`src/hdl/sst_pkg.sv`:
```
// ----------------------------------------------------------------------------
// sst_pkg
// Shared types, codes and widths for the session slot table.
// ----------------------------------------------------------------------------
package sst_pkg;

  localparam int SLOT_COUNT_DEF = 512;
  localparam int ID_W           = 32;
  localparam int USER_W         = 16;
  localparam int CMD_W          = 2;
  localparam int STATUS_W       = 2;

  // all-ones id marks a free slot
  localparam logic [ID_W-1:0] FREE_ID = '1;

  localparam logic [CMD_W-1:0] CMD_CREATE = 2'd0;
  localparam logic [CMD_W-1:0] CMD_REMOVE = 2'd1;
  localparam logic [CMD_W-1:0] CMD_LOOKUP = 2'd2;

  localparam logic [STATUS_W-1:0] STAT_OK        = 2'd0;
  localparam logic [STATUS_W-1:0] STAT_FULL      = 2'd1;
  localparam logic [STATUS_W-1:0] STAT_NOT_FOUND = 2'd2;

  typedef enum logic [2:0] {
    S_CLEAR,
    S_IDLE,
    S_SCAN,
    S_ACT,
    S_RESP
  } state_t;

  typedef struct packed {
    logic [STATUS_W-1:0] status;
    logic [ID_W-1:0]     session;
    logic [USER_W-1:0]   user;
  } result_t;

endpackage

```
`src/hdl/sst_ctrl.sv`:
```
// ----------------------------------------------------------------------------
// sst_ctrl
// Command sequencer: clearing pass, slot scan through one shared id
// comparator, slot update and result register.
// ----------------------------------------------------------------------------
module sst_ctrl import sst_pkg::*; #(
  parameter int SLOT_COUNT = SLOT_COUNT_DEF,
  localparam int AW = $clog2(SLOT_COUNT)
) (
  input  logic                clk,
  input  logic                rst,
  input  logic                cmd_valid,
  output logic                cmd_ready,
  input  logic [CMD_W-1:0]    cmd,
  input  logic [ID_W-1:0]     key,
  input  logic [USER_W-1:0]   user,
  output logic                res_valid,
  input  logic                res_ready,
  output result_t             res,
  output logic                id_we,
  output logic [AW-1:0]       id_waddr,
  output logic [ID_W-1:0]     id_wdata,
  output logic [AW-1:0]       id_raddr,
  input  logic [ID_W-1:0]     id_rdata,
  output logic                user_we,
  output logic [AW-1:0]       user_waddr,
  output logic [USER_W-1:0]   user_wdata,
  output logic [AW-1:0]       user_raddr,
  input  logic [USER_W-1:0]   user_rdata
);

  localparam int CW = AW + 1;
  localparam logic [AW-1:0] LAST_SLOT = AW'(SLOT_COUNT - 1);
  localparam logic [CW-1:0] SCAN_END  = CW'(SLOT_COUNT);

  state_t            state, state_next;
  logic [CW-1:0]     idx;
  logic              pend;
  logic [AW-1:0]     slot;
  logic [ID_W-1:0]   counter;
  logic [ID_W-1:0]   assigned;
  logic [CMD_W-1:0]  cmd_q;
  logic [ID_W-1:0]   target;
  logic [USER_W-1:0] user_q;
  logic              hit;
  logic              scan_end;
  logic              key_ok;

  // shared comparator: data read last cycle against the search target
  assign hit      = pend && (id_rdata == target);
  assign scan_end = pend && !hit && (idx == SCAN_END);
  assign key_ok   = (key != FREE_ID);
  // counter steps past the free marker before use
  assign assigned = (counter == FREE_ID) ? '0 : counter;

  always_comb begin
    state_next = state;
    case (state)
      S_CLEAR: begin
        if (idx[AW-1:0] == LAST_SLOT) state_next = S_IDLE;
      end
      S_IDLE: begin
        if (cmd_valid) begin
          if (cmd == CMD_CREATE ||
              ((cmd == CMD_REMOVE || cmd == CMD_LOOKUP) && key_ok)) begin
            state_next = S_SCAN;
          end else begin
            state_next = S_RESP;
          end
        end
      end
      S_SCAN: begin
        if (hit) state_next = S_ACT;
        else if (scan_end) state_next = S_RESP;
      end
      S_ACT: begin
        state_next = S_RESP;
      end
      S_RESP: begin
        if (res_ready) state_next = S_IDLE;
      end
      default: begin
        state_next = S_IDLE;
      end
    endcase
  end

  always_comb begin
    cmd_ready  = 1'b0;
    res_valid  = 1'b0;
    id_we      = 1'b0;
    id_waddr   = slot;
    id_wdata   = FREE_ID;
    user_we    = 1'b0;
    case (state)
      S_CLEAR: begin
        id_we    = 1'b1;
        id_waddr = idx[AW-1:0];
      end
      S_IDLE: begin
        cmd_ready = 1'b1;
      end
      S_ACT: begin
        if (cmd_q == CMD_CREATE) begin
          id_we    = 1'b1;
          id_wdata = assigned;
          user_we  = 1'b1;
        end else if (cmd_q == CMD_REMOVE) begin
          id_we = 1'b1;
        end
      end
      S_RESP: begin
        res_valid = 1'b1;
      end
      default: begin
        cmd_ready = 1'b0;
      end
    endcase
  end

  assign id_raddr   = idx[AW-1:0];
  assign user_raddr = slot;
  assign user_waddr = slot;
  assign user_wdata = user_q;

  always_ff @(posedge clk) begin
    if (rst) begin
      state   <= S_CLEAR;
      idx     <= '0;
      pend    <= 1'b0;
      counter <= ID_W'(1);
    end else begin
      state <= state_next;
      case (state)
        S_CLEAR: begin
          idx <= (idx[AW-1:0] == LAST_SLOT) ? '0 : idx + CW'(1);
        end
        S_IDLE: begin
          if (cmd_valid) begin
            cmd_q       <= cmd;
            target      <= (cmd == CMD_CREATE) ? FREE_ID : key;
            user_q      <= user;
            res.status  <= STAT_NOT_FOUND;
            res.session <= FREE_ID;
            res.user    <= '0;
            idx         <= '0;
            pend        <= 1'b0;
          end
        end
        S_SCAN: begin
          if (hit) begin
            pend <= 1'b0;
          end else if (idx != SCAN_END) begin
            pend <= 1'b1;
            slot <= idx[AW-1:0];
            idx  <= idx + CW'(1);
          end else begin
            pend <= 1'b0;
            if (cmd_q == CMD_CREATE) res.status <= STAT_FULL;
          end
        end
        S_ACT: begin
          res.status <= STAT_OK;
          if (cmd_q == CMD_CREATE) begin
            res.session <= assigned;
            counter     <= assigned + ID_W'(1);
          end
          if (cmd_q == CMD_LOOKUP) res.user <= user_rdata;
        end
        default: begin
          pend <= 1'b0;
        end
      endcase
    end
  end

  a_hit_holds_slot: assert property (@(posedge clk) disable iff (rst)
    (state == S_SCAN && hit) |=> (state == S_ACT && $stable(slot)))
    else $error("matched slot not held into update");

  a_counter_never_zero: assert property (@(posedge clk) disable iff (rst)
    (state == S_ACT && cmd_q == CMD_CREATE) |=> (counter != '0))
    else $error("id counter reached zero after create");

  a_full_only_create: assert property (@(posedge clk) disable iff (rst)
    (res_valid && res.status == STAT_FULL) |-> (cmd_q == CMD_CREATE))
    else $error("full status on a non-create command");

  a_create_id_valid: assert property (@(posedge clk) disable iff (rst)
    (res_valid && res.status == STAT_OK && cmd_q == CMD_CREATE)
      |-> (res.session != FREE_ID))
    else $error("create handed out the free marker");

  a_user_only_lookup: assert property (@(posedge clk) disable iff (rst)
    (res_valid && cmd_q != CMD_LOOKUP) |-> (res.user == '0))
    else $error("user handle returned on a non-lookup command");

endmodule

```
`config.mk`:
```
export PLATFORM = sky130hd
export DESIGN_NAME = sst_ctrl
export DESIGN_NICKNAME = d
export VERILOG_FILES = /design/src/hdl/sst_pkg.sv /design/src/hdl/sst_ctrl.sv
export SDC_FILE = /design/constraint.sdc
export NUM_CORES = 1
export LEC_CHECK = 0
export BUFFER_PORTS_ARGS = -buffer_cell sky130_fd_sc_hd__buf_2
export CORE_AREA = 3 3 161 163
export DETAILED_ROUTE_END_ITERATION = 16
export DIE_AREA = 0 0 164 166
export HOLD_SLACK_MARGIN = 0.08
export PLACE_DENSITY = 0.57
export SETUP_SLACK_MARGIN = 0.4
export SYNTH_ARGS = -nofsm -noshare
export SYNTH_HDL_FRONTEND = slang
export SYNTH_SLANG_ARGS = --single-unit
```
`constraint.sdc`:
```
create_clock -name clk -period 6.7 [get_ports clk]
set_input_delay 0.67 -clock clk [delete_from_list [all_inputs] [get_ports clk]]
set_output_delay 0.67 -clock clk [all_outputs]
set_load 0.01 [all_outputs]
```
# Yosys cells after proc, flatten, opt, wreduce, memory -nomap -nowiden
# Index checks and enable logic that the tools add are counted.
# classes
n_eq_ne	24
reduce_logical	23
bitwise_logic	3
n_addsub	2
muxes	35
# op_table
op	count
$mux W32	4
$pmux W48 S2	1
$mux W50	1
$mux W10	4
$add A32 B1 Y32 const B	1
$eq A32 B32 Y1	1
$eq A32 B32 Y1 const B	1
$ne A32 B32 Y1 const B	1
$pmux W10 S3	1
$reduce_and A4 Y1	5
$mux W3	6
$ne A2 B2 Y1 const B	9
$mux W16	1
$pmux W3 S5	1
$add A10 B1 Y10 const B	1
$eq A10 B10 Y1 const B	1
$ne A10 B10 Y1 const B	1
$eq A9 B9 Y1 const B	1
$mux W1	9
$mux W9	1
$eq A3 B2 Y1 const B	2
$mux W2	3
$pmux W2 S3	1
$reduce_and A6 Y1	1
18 further kinds	29
# totals
word_cells	98
ff_bits	155

# Depth between registers and ports, before layout
# Gate-level depths: netlist of run 1.
# depth
word_depth	8
mapped_depth	13

# Worst setup path before layout of run 1
# No wires, ideal clock.
# synth_timing
path_type	input to register
startpoint	in rst
endpoint	reg cmd_q[0] (enable)
arrival_time_ns	4.324
setup_slack_ns	1.857
setup_time_ns	0.519
cell_stages	2
cell_sequence	clkbuf_1 nor3_1
# synth_between
elab_chain_cells	2
# synth_lines
element	line	source
from (decl)	sst_ctrl.sv:11	input logic rst,
$not A1 Y1 (no line)	n/a	
$reduce_and A3 Y1 (no line)	n/a	
to (signal assigned)	sst_ctrl.sv:140	cmd_q <= cmd;
to (decl)	sst_ctrl.sv:42	logic [CMD_W-1:0] cmd_q;
# Every way passes these cells.
# A chain may end at the register's enable or synchronous reset.

# Worst setup path after layout of run 1
# layout_timing
startpoint	reg state[1]
endpoint	out id_wdata[0]
# layout_between
elab_chain_cells	2
# layout_lines
element	line	source
from (decl)	sst_ctrl.sv:36	state_t state, state_next;
from (signal assigned)	sst_ctrl.sv:133	state <= state_next;
$eq A3 B2 Y1	sst_ctrl.sv:95	case (state)
$mux W32	sst_ctrl.sv:95	
to (decl)	sst_ctrl.sv:22	output logic [ID_W-1:0] id_wdata,
# Every way passes these cells.

==> results of run 1 <==
## routing by layer
| layer | up-vias | GRT usage (%) | part of all wire (%) |
|---|---|---|---|
| li1 | 2922 | - | - |
| met1 | 2698 | 18.0 | 45 |
| met2 | 219 | 21.6 | 44 |
| met3 | 23 | 5.14 | 9.0 |
| met4 | 4 | 4.23 | 1.7 |
| met5 | - | 0 | 0.18 |
## sequential cells by signal, summed over array words and instances, names as in the netlist
name / count
target: 32
res: 50
idx: 10
pend: 1
user_wdata: 16
counter: 32
cmd_q: 2
state: 3
user_raddr: 9
## final cells by class
class	instances	area, µm²
Multi-Input combinational cell	484	2860
Timing Repair Buffer	246	1250
Tap cell	324	405
Clock inverter	12	129
Fill cell	2467	15100
Sequential cell	155	4190
Inverter	17	63.8
Clock buffer	20	468
## stage by stage
step                util (%)  area [µm²]
finish                  38.3        9370
global route            38.3        9370
CTS                     38.3        9370
detailed placement      35.9        8770
global placement        35.9        8770
floorplan                  -        7320
## how the worst max path moves through the flow
stage                                          end  slack [ns]  cells after the start
final                                  id_wdata[0]        2.90                      5
after floorplan                 cmd_q[0]$_DFFE_PP_        1.86                      2
after global routing                  id_wdata[26]        2.62                      5
after detailed placement  counter[20]$_SDFFE_PP0P_        3.27                      7
after global placement    counter[20]$_SDFFE_PP0P_        3.38                      7
after CTS                              id_wdata[5]        2.88                      5
## synth_stat cells (15+ instances only)
library cell,n
and2_1,17
clkbuf_1,23
nand4_1,31
inv_1,17
nor2_1,44
nand2_1,139
a21oi_1,19
xnor2_1,28
or2_2,34
buf_4,18
nand3_1,18
dfxtp_1,46
nor3_1,15
edfxtp_1,109
xor2_1,24
## cells in the final DEF, fill, tap and decap left out, types with 3 or more instances in the layout
cell type	synthesis	final
clkinv_4	0	6
a21oi_1	19	19
o21a_1	3	3
dfxtp_1	46	46
nor2_1	44	43
nor4b_1	3	3
xnor2_1	28	28
or2_2	34	34
xor2_1	24	24
nand2_1	139	139
or3_1	6	6
nor4_1	13	12
edfxtp_1	109	109
ha_1	5	5
nor3_1	15	14
buf_2	2	239
inv_1	17	17
o31ai_1	6	6
and4_1	4	4
nor3b_1	3	3
o21ai_0	13	13
o211ai_1	3	3
nand2b_1	5	5
and2_1	17	17
mux2_2	10	10
or4_1	8	8
nand3_1	18	18
nand4_1	31	31
clkbuf_16	0	18
buf_4	18	7
and3_1	6	6
## kinds of logic after synthesis
kind of cell,Yosys count
AND/OR/NAND/NOR,354
flip-flops,155
buffers and inverters,63
AO/OA/AOI/OAI,62
XOR/XNOR,52
multiplexers,11
adder cells (fa/ha/maj),5
## where the power goes
part           leakage, nW  internal, W  switching (W)  total (W)
sequential            1.34      0.00102     0.00000397    0.00102
combinational         1.74    0.0000410      0.0000382  0.0000792
clock                0.295     0.000555       0.000414   0.000969
==> results by group, run 1 <==
Status
  • Status: finished clean

Critical path
  • CP startpoint: state[1]$_SDFFE_PP0P_
  • CP max stage cell: inv_1
  • Crit end category: output pin
  • Top delay family on crit path: buffers and inverters
  • CP startpoint kind: register
  • Critical Path AT: 3.13 ns
  • Reg2Reg Depth: 7
  • CP Max Fanout: 42
  • Reg-to-reg critical path startpoint: state[1]$_SDFFE_PP0P_
  • Crit path cell chain: or3b_1 -> or2_2 -> inv_1 -> nand2_1 -> buf_2
  • Critical Path RT: 6.03 ns
  • Reg-to-reg setup timing slack: 3.26 ns
  • Crit Path Class: reg -> out
  • Buf/Inv on CP: 2
  • R2R Path End: counter[20]$_SDFFE_PP0P_
  • CP peak stage delay: 0.92 ns

Global route
  • Initial antenna violation count: 2
  • Vias in the first global route: 5706
  • First-pass GRT wire length: 30.2 mm
  • Largest net degree at the start of global routing: 51
  • GRT Resource Usage Total: 13.9%
  • Total grt overflow: 0

Synthesis
  • Ys Warns: 0
  • Seq cells post-synth: 155
  • Synth cell types: 51
  • Yosys top cell area share: 44.7%
  • Dominant cell type by area after synthesis: edfxtp_1
  • Syn nets: 809
  • Synth area leaders: edfxtp_1 (45%), dfxtp_1 (13%), nand2_1 (7.1%), xnor2_1 (3.3%), or2_2 (2.9%)
  • Ys flop type: edfxtp_1
  • Post-synthesis mux area share: 1.67%
  • Mapped Area: 7320 µm²
  • Syn avg cell area: 10.4 µm²
  • Sequential share of the synthesized area: 57.3%
  • Compound-Gate Fraction of Synth Area: 5.62%
  • Adder-cell share of the synthesized area: 0.854%
  • Post-synth ARST share: 0%
  • Post-synth EDFFs: 109
  • Combinational family with the most area after synthesis: simple AND/OR/NAND/NOR gates
  • Syn Inst Count: 702
  • Post-Synth Simple-Gate Area: 24.2%
  • Post-synthesis xor/xnor area fraction: 6.22%

Timing
  • Slew HR: 18.5%
  • Tcrit/Tclk final: 56.8%
  • Setup Skew: 0.0121 ns
  • Worst Setup Slack, final: 2.90 ns
  • # setup viols final: 0
  • Fmax: 263 MHz
  • Final Max Tran Viols: 0
  • Clock period minus worst slack: 3.80 ns
  • Fin. Hold Viols: 0
  • Hold_ws: 0.417 ns
  • Unrepaired setup endpoints after global routing: no
  • Setup_tns: 0 ns
  • Worst slew pin tran: 1.22 ns

Power and ir drop
  • Pwr dens: 221 nW/µm²
  • Total power: 0.00207 W
  • VDD IR max: 0.000159 V
  • Leakage power: 3.37 nW

Layout
  • # diodes: 0
  • Share of cells above drive strength 1: 35.3%
  • Non-filler cells, final: 1258
  • Area growth syn-to-layout: 27.9%
  • Nets@finish: 1028

Placement
  • Number of port buffers: 239
  • Dpl cells: 1226
  • Place WS: 3.27 ns
  • GPL Wtd Cong: 0.872
  • HPWL Detailed: 14.0 mm

Floorplan
  • Die area: 27200 µm²
  • Die Wd: 164 µm
  • I/O pin total: 240
  • Core ar.: 24500 µm²
  • FP Rows: 57
  • Die H: 166 µm
  • Initial core utilization: 29.9%

Run
  • Max Cap Viol: 0

CTS
  • Clk sinks: 155
  • CTS tree: done
  • Root Driver: clkbuf_16
  • Total number of H-tree levels: 4
  • Clock Latency Late Sink: 0.42 ns
  • Clk slew on worst S/H paths: 0.07 ns
  • Resize count post-CTS: 0
  • CTS buffer count: 17
  • Setup Buffers After CTS: 0
  • CTS max path bufs: 2
  • Cts hold-fix bufs: 0

Min path
  • Hold path depth: 1
  • Worst hold endpoint: user_wdata[13]$_DFFE_PP_
  • Hold WC Path Type: in -> reg
  • Hold_sp: user[13]

Route
  • Vias: 5866
  • Via density: 4.66
  • 1st-pass router iterations: 4
  • Detailed-route DRC error count: 0
  • WL/cell: 15.0 µm
  • Starting DRT DRC Count: 332
  • Drt total wl: 18.9 mm
  • DRT antenna net count: 0
Power figures use the tool's default switching activity.
==> inputs of run 2 (changes only) <==
==> constraint.sdc (replaced) <==
create_clock -name clk -period 3.5 [get_ports clk]
set_input_delay 0.35 -clock clk [delete_from_list [all_inputs] [get_ports clk]]
set_output_delay 0.35 -clock clk [all_outputs]
set_load 0.01 [all_outputs]
==> run 2 against run 1 <==
  * Non-clock buffer count up 22
  * Critical path depth up 1
  * First-iteration DRC count up 57%
  * Routed wire length up 1.8%
  * Clock-buffer cell count down 3
  * Cell count up 1.8%
  * Design area up 2.6%
  * Hold slack worse by 0.31 ns
  * Critical endpoint is now id_wdata[1]
  * Sequential share of layout area down 1.1 points
  * Clock power up 99%
==> results by group, run 2 (synthesis results as in run 1) <==
Layout
  • Share of cells above drive strength 1: 35.6% (was 35.3%)
  • Commonest non-fill, non-tap cell in the layout: buf_2 (unchanged)
  • Commonest non-fill, non-tap cells in the layout: buf_2 (239), nand2_1 (139), edfxtp_1 (109), dfxtp_1 (45), nor2_1 (43) (was buf_2 (239), nand2_1 (139), edfxtp_1 (109), dfxtp_1 (46), nor2_1 (43))
  • Area growth syn-to-layout: 31.2% (was 27.9%)
  • Fill cells: 2457 (was 2467)
  • Nets@finish: 1050 (was 1028)
  • Max reg flops: 50 (unchanged)
  • Top reg by flops: res (unchanged)
  • Footprint of the multi-input gates: 2880 µm² (was 2860 µm²)
  • Top Registers: res x50, counter x32, target x32 (unchanged)
  • Register area: 4200 µm² (was 4190 µm²)

Global route
  • Initial antenna violation count: 2 (unchanged)
  • GRT Resource Usage Total: 14.3% (was 13.9%)
  • Largest net degree at the start of global routing: 51 (unchanged)
  • Vias in the first global route: 5975 (was 5706)
  • Total grt overflow: 0 (unchanged)
  • First-pass GRT wire length: 31.0 mm (was 30.2 mm)

CTS
  • Clock Latency Late Sink: 0.42 ns (about the same)
  • Total number of H-tree levels: 4 (unchanged)
  • Root Driver: clkbuf_16 (unchanged)
  • CTS max path bufs: 2 (unchanged)
  • Clk sinks: 155 (unchanged)
  • Clk slew on worst S/H paths: 0.07 ns (about the same)
  • CTS buffer count: 17 (unchanged)
  • CTS tree: done (unchanged)

Critical path
  • Crit path cell chain: or3b_1 -> or2_2 -> inv_1 -> buf_4 -> nand2_1 -> buf_2 (was or3b_1 -> or2_2 -> inv_1 -> nand2_1 -> buf_2)
  • Critical Path RT: 3.15 ns (was 6.03 ns)
  • Buf/Inv on CP: 3 (was 2)
  • Critical Path AT: 2.50 ns (was 3.13 ns)
  • CP startpoint kind: register (unchanged)
  • Crit Path Class: reg -> out (unchanged)
  • CP peak stage delay: 0.49 ns (was 0.92 ns)
  • CP max stage cell: or3b_1 (was inv_1)
  • Top delay family on crit path: simple AND/OR/NAND/NOR gates (was buffers and inverters)
  • Crit end category: output pin (unchanged)
  • CP Max Fanout: 19 (was 42)

Floorplan
  • Die Wd: 164 µm (unchanged)
  • Initial core utilization: 29.9% (unchanged)
  • FP Rows: 57 (unchanged)
  • I/O pin total: 240 (unchanged)
  • Die H: 166 µm (unchanged)
  • Die area: 27200 µm² (unchanged)
  • Core ar.: 24500 µm² (unchanged)

Status
  • Status: finished clean (unchanged)

Route
  • Via density: 4.70 (was 4.66)
  • Detailed-route DRC error count: 0 (unchanged)
  • Vias: 6021 (was 5866)
  • Drt total wl: 19.2 mm (was 18.9 mm)
  • Starting DRT DRC Count: 520 (was 332)
  • DRT antenna net count: 0 (unchanged)
  • WL/cell: 15.0 µm (about the same)
  • 1st-pass router iterations: 5 (was 4)

Timing
  • Fmax: 351 MHz
  • Unrepaired setup endpoints after global routing: no (unchanged)
  • Setup_tns: 0 ns (unchanged)
  • Worst slew pin tran: 1.03 ns (was 1.22 ns)
  • Final Max Tran Viols: 0 (unchanged)
  • Hold_ws: 0.104 ns (was 0.417 ns)
  • # setup viols final: 0 (unchanged)
  • Clock period minus worst slack: 2.85 ns
  • Setup Skew: 0.0126 ns (was 0.0121 ns)
  • Tcrit/Tclk final: 81.3%
  • Fin. Hold Viols: 0 (unchanged)
  • Slew HR: 31.4% (was 18.5%)

Power and ir drop
  • P_int: 0.00318 W (was 0.00162 W)
  • VDD IR max: 0.000268 V (was 0.000159 V)
  • Net Sw Power: 0.000876 W (was 0.000456 W)
  • Clock power share: 47.6% (was 46.8%)
  • Leakage power: 3.49 nW (was 3.37 nW)
  • Net Sw Frac: 21.6% (was 22.0%)
  • Pwr dens: 422 nW/µm² (was 221 nW/µm²)
  • Flop pwr share: 48.3% (was 49.4%)
  • Comb pwr share: 4.1% (was 3.8%)

Run
  • Max Cap Viol: 0 (unchanged)

Placement
  • HPWL Detailed: 14.2 mm (was 14.0 mm)
  • GPL Wtd Cong: 0.816 (was 0.872)
  • Number of port buffers: 239 (unchanged)

Min path
  • Hold WC Path Type: in -> reg (unchanged)
## run 2: cell types whose count changed in the layout (fill, tap and decap cells not counted), sizes merged
| cell | change |
|---|---|
| inv | -1 |
| clkbuf | -3 |
| bufinv | +2 |
| buf | +8 |
| diode | +1 |
| dlygate4sd3 | +14 |
| clkinvlp | +2 |
## run 2: worst register-to-register path, delay by kind of cell, from the launching register on
family	cells	cell delay (ns)
buf+inv	1	0.07
simple gates	8	1.68
compound gates	1	0.26
flops	1	0.36
fa+ha+maj	1	0.21
xor+xnor	1	0.14
## run 2: routing by layer
layer | GRT usage, % | part of all wire, %
met3 | 4.66 | 7.8
met1 | 18.7 | 44
met5 | 0 | 0.11
met4 | 2.91 | 0.75
met2 | 23.1 | 47
## run 2: final timing paths
check | from | endpoint | slack (ns) | cells after the start
max | cmd_q[1]$_DFFE_PP_ | id_wdata[1] | 0.65 | 6
min | user[14] | user_wdata[14]$_DFFE_PP_ | 0.10 | 1
max reg2reg | counter[21]$_SDFFE_PP0P_ | counter[26]$_SDFFE_PP0P_ | 0.68 | 12
min reg2reg | counter[1]$_SDFFE_PP0P_ | counter[1]$_SDFFE_PP0P_ | 0.48 | 2
## run 2: timing repair
item / CTS / global route
endpoints found under the setup margin: 0 / 41
hold endpoints to repair: 8 / 6
hold buffers: 8 / 6
gates resized for setup: 0 / 3
buffers inserted: 0 / 3
## run 2: power by group through the flow
stage	Clock [W]	Combinational [W]	Sequential, W
global route	0.00208	0.000186	0.00196
global placement	0	0.000156	0.00200
finish	0.00193	0.000167	0.00196
floorplan	0	0.0000699	0.00200
detailed placement	0	0.000157	0.00200
CTS	0.00199	0.000164	0.00196
## run 2: area by class of cell
class / instances / share of cell area [%]
antenna: 1 / 0.0260
timing repair buffer: 268 / 15.1
multi-input combinational: 484 / 29.9
sequential: 155 / 43.7
inverter: 17 / 0.664
clock buffer: 17 / 4.43
clock inverter: 15 / 1.99
tap: 324 / 4.22
## run 2: through the flow
stage                     util [%]  area (µm²)  worst slack [ns]  std cells  total power (W)
after global routing          39.3        9610             0.410       1280          0.00422
after global placement        36.0        8820             0.540       1231          0.00215
after detailed placement      36.0        8820             0.478       1231          0.00216
final                         39.3        9610             0.655       1281          0.00406
after CTS                     38.9        9510             0.462       1271          0.00411
after floorplan                  -        7340             0.496        702          0.00207
==> inputs of run 3 (changes only) <==
==> constraint.sdc (replaced) <==
create_clock -name clk -period 2.7 [get_ports clk]
set_input_delay 0.27 -clock clk [delete_from_list [all_inputs] [get_ports clk]]
set_output_delay 0.27 -clock clk [all_outputs]
set_load 0.01 [all_outputs]
==> run 3 against run 2 <==
  * Total power increased by 26%
  * Clock-buffer cell count increased by 1
  * Sequential power increased by 30%
  * Clock power increased by 20%
  * Die area unchanged
  * Via count increased by 5.4%
  * Sequential cell count unchanged
  * Worst setup slack got worse by 0.46 ns
  * Largest cell class unchanged
  * Highest routed layer unchanged
==> results by group, run 3 (synthesis results as in run 1) <==
Status
  • Status: finished clean (unchanged)

CTS
  • Clk sinks: 155 (unchanged)
  • Clk slew on worst S/H paths: 0.07 ns (about the same)
  • CTS tree: done (unchanged)
  • Total number of H-tree levels: 4 (unchanged)
  • CTS max path bufs: 2 (unchanged)
  • CTS buffer count: 17 (unchanged)
  • Clock Latency Late Sink: 0.42 ns (about the same)
  • Root Driver: clkbuf_16 (unchanged)

Layout
  • Commonest non-fill, non-tap cells in the layout: buf_2 (240), nand2_1 (127), edfxtp_1 (109), buf_4 (59), nor2_1 (42) (was buf_2 (239), nand2_1 (139), edfxtp_1 (109), dfxtp_1 (45), nor2_1 (43))
  • Nets@finish: 1110 (was 1050)
  • Top Registers: res x50, counter x32, target x32 (unchanged)
  • Commonest non-fill, non-tap cell in the layout: buf_2 (unchanged)
  • # diodes: 0 (was 1)
  • Max reg flops: 50 (unchanged)
  • Share of cells above drive strength 1: 44.2% (was 35.6%)
  • Top reg by flops: res (unchanged)
  • Fill cells: 2354 (was 2457)
  • Area growth syn-to-layout: 42.6% (was 31.2%)

Timing
  • Fin. Hold Viols: 0 (unchanged)
  • Tcrit/Tclk final: 92.8%
  • Slew HR: 51.0% (was 31.4%)
  • Final Max Tran Viols: 0 (unchanged)
  • Setup_tns: 0 ns (unchanged)
  • Setup Skew: 0.0117 ns (was 0.0126 ns)
  • Worst slew pin tran: 0.735 ns (was 1.03 ns)
  • # setup viols final: 0 (unchanged)
  • Fmax: 399 MHz
  • Unrepaired setup endpoints after global routing: yes (was no)
  • Clock period minus worst slack: 2.50 ns
  • Hold_ws: 0.120 ns (was 0.104 ns)

Floorplan
  • Initial core utilization: 29.9% (unchanged)
  • I/O pin total: 240 (unchanged)
  • Die Wd: 164 µm (unchanged)
  • Die area: 27200 µm² (unchanged)
  • Die H: 166 µm (unchanged)
  • FP Rows: 57 (unchanged)
  • Core ar.: 24500 µm² (unchanged)

Route
  • Drt total wl: 21.2 mm (was 19.2 mm)
  • DRT antenna net count: 0 (unchanged)
  • Via density: 4.74 (was 4.70)
  • Vias: 6345 (was 6021)
  • WL/cell: 15.8 µm (was 15.0 µm)
  • 1st-pass router iterations: 4 (was 5)
  • Starting DRT DRC Count: 268 (was 520)
  • Detailed-route DRC error count: 0 (unchanged)

Global route
  • Initial antenna violation count: 2 (unchanged)
  • GRT Resource Usage Total: 15.2% (was 14.3%)
  • Vias in the first global route: 6246 (was 5975)
  • Largest net degree at the start of global routing: 51 (unchanged)
  • Total grt overflow: 0 (unchanged)
  • First-pass GRT wire length: 32.9 mm (was 31.0 mm)

Critical path
  • Critical Path AT: 2.82 ns (was 2.50 ns)
  • Crit end category: register (was output pin)
  • Critical Path RT: 3.01 ns (was 3.15 ns)
  • CP startpoint kind: register (unchanged)
  • Reg2Reg Depth: 13 (was 12)
  • Crit Path Class: reg -> reg (was reg -> out)
  • CP Max Fanout: 3 (was 19)

Power and ir drop
  • VDD IR max: 0.000363 V (was 0.000268 V)
  • Net Sw Frac: 22.5% (was 21.6%)
  • Pwr dens: 488 nW/µm² (was 422 nW/µm²)
  • Flop pwr share: 49.8% (was 48.3%)
  • Leakage power: 3.98 nW (was 3.49 nW)
  • P_int: 0.00395 W (was 0.00318 W)
  • Comb pwr share: 4.6% (was 4.1%)
  • Net Sw Power: 0.00115 W (was 0.000876 W)
  • Clock power share: 45.6% (was 47.6%)

Placement
  • Number of port buffers: 239 (unchanged)
  • HPWL Detailed: 14.9 mm (was 14.2 mm)
  • GPL Wtd Cong: 0.842 (was 0.816)

Run
  • Max Cap Viol: 0 (unchanged)

Min path
  • Hold path depth: 2 (was 1)
  • Hold WC Path Type: in -> reg (unchanged)
## run 3: cell count changes in the layout (fill, tap and decap cells not counted), sizes merged
cell         before  now
buf             254  308
bufbuf            0    1
bufinv            3    1
clkbuf           17   19
clkinvlp          2    1
diode             1    0
dlygate4sd3      14   18
inv              21   23
## run 3: area by class of cell
class / count / area (µm²) / area share [%]
tap: 324 / 405 / 3.88
clock buffer: 18 / 429 / 4.11
clock inverter: 14 / 133 / 1.27
timing repair buffer: 328 / 2040 / 19.6
inverter: 17 / 78.8 / 0.755
multi-input combinational: 484 / 3140 / 30.1
sequential: 155 / 4210 / 40.3
## run 3: routing by layer
metal  up-vias  global-route usage (%)  routed length, µm
met1      2980                    18.9               8950
met2       244                    24.9              10100
li1       3082                       -                  -
met3        35                    5.19               1790
met4         4                    4.89                410
met5         -                       0                 17
## run 3: timing repair
action / 4_1_cts / 5_1_grt
gates resized for setup: 40 / 41
hold buffers: 18 / 0
gates cloned: 3 / 4
setup buffers: 17 / 11
pin swaps: 6 / 23
endpoints found under the hold margin: 18 / 0
setup endpoints to repair: 54 / 69
## run 3: critical path, stage by stage (launching register included)
cell and delay [ns]:
dfxtp_4 0.34, nand4_1 0.15, nor3_2 0.07, nand4_1 0.11, buf_4 0.15, nand2_4 0.06, inv_4 0.06, ha_4 0.14
nand2_4 0.06, or4_4 0.42, a2111oi_4 0.22, or3b_1 0.39, xnor2_1 0.16, nor2_1 0.05
## run 3: per-stage QoR
step                      power (W)  area, µm²  utilization (%)  worst slack (ns)  std cells
after detailed placement    0.00280       9060             37.0             0.114       1255
after global routing        0.00530      10400             42.7            0.0399       1340
final                       0.00510      10400             42.7             0.196       1340
after floorplan             0.00268       7420                -            0.0153        702
after CTS                   0.00516      10100             41.4             0.190       1325
after global placement      0.00280       9060             37.0             0.163       1255
## run 3: path summary, 6_finish.rpt
path | start | to | slack, ns
worst min-delay path | key[28] | target[28]$_SDFFCE_PN1P_ | 0.12
worst max register to register | counter[13]$_SDFFE_PP0P_ | counter[26]$_SDFFE_PP0P_ | 0.20
worst min register to register | counter[31]$_SDFFE_PP0P_ | counter[31]$_SDFFE_PP0P_ | 0.48
worst max-delay path | counter[13]$_SDFFE_PP0P_ | counter[26]$_SDFFE_PP0P_ | 0.20
## run 3: power by group through the flow
| stage | clock network, W | registers [W] | logic, W |
|---|---|---|---|
| after floorplan | 0 | 0.00259 | 0.0000913 |
| after global placement | 0 | 0.00259 | 0.000205 |
| after detailed placement | 0 | 0.00259 | 0.000207 |
| after CTS | 0.00240 | 0.00254 | 0.000227 |
| after global routing | 0.00250 | 0.00254 | 0.000261 |
| final | 0.00232 | 0.00254 | 0.000235 |
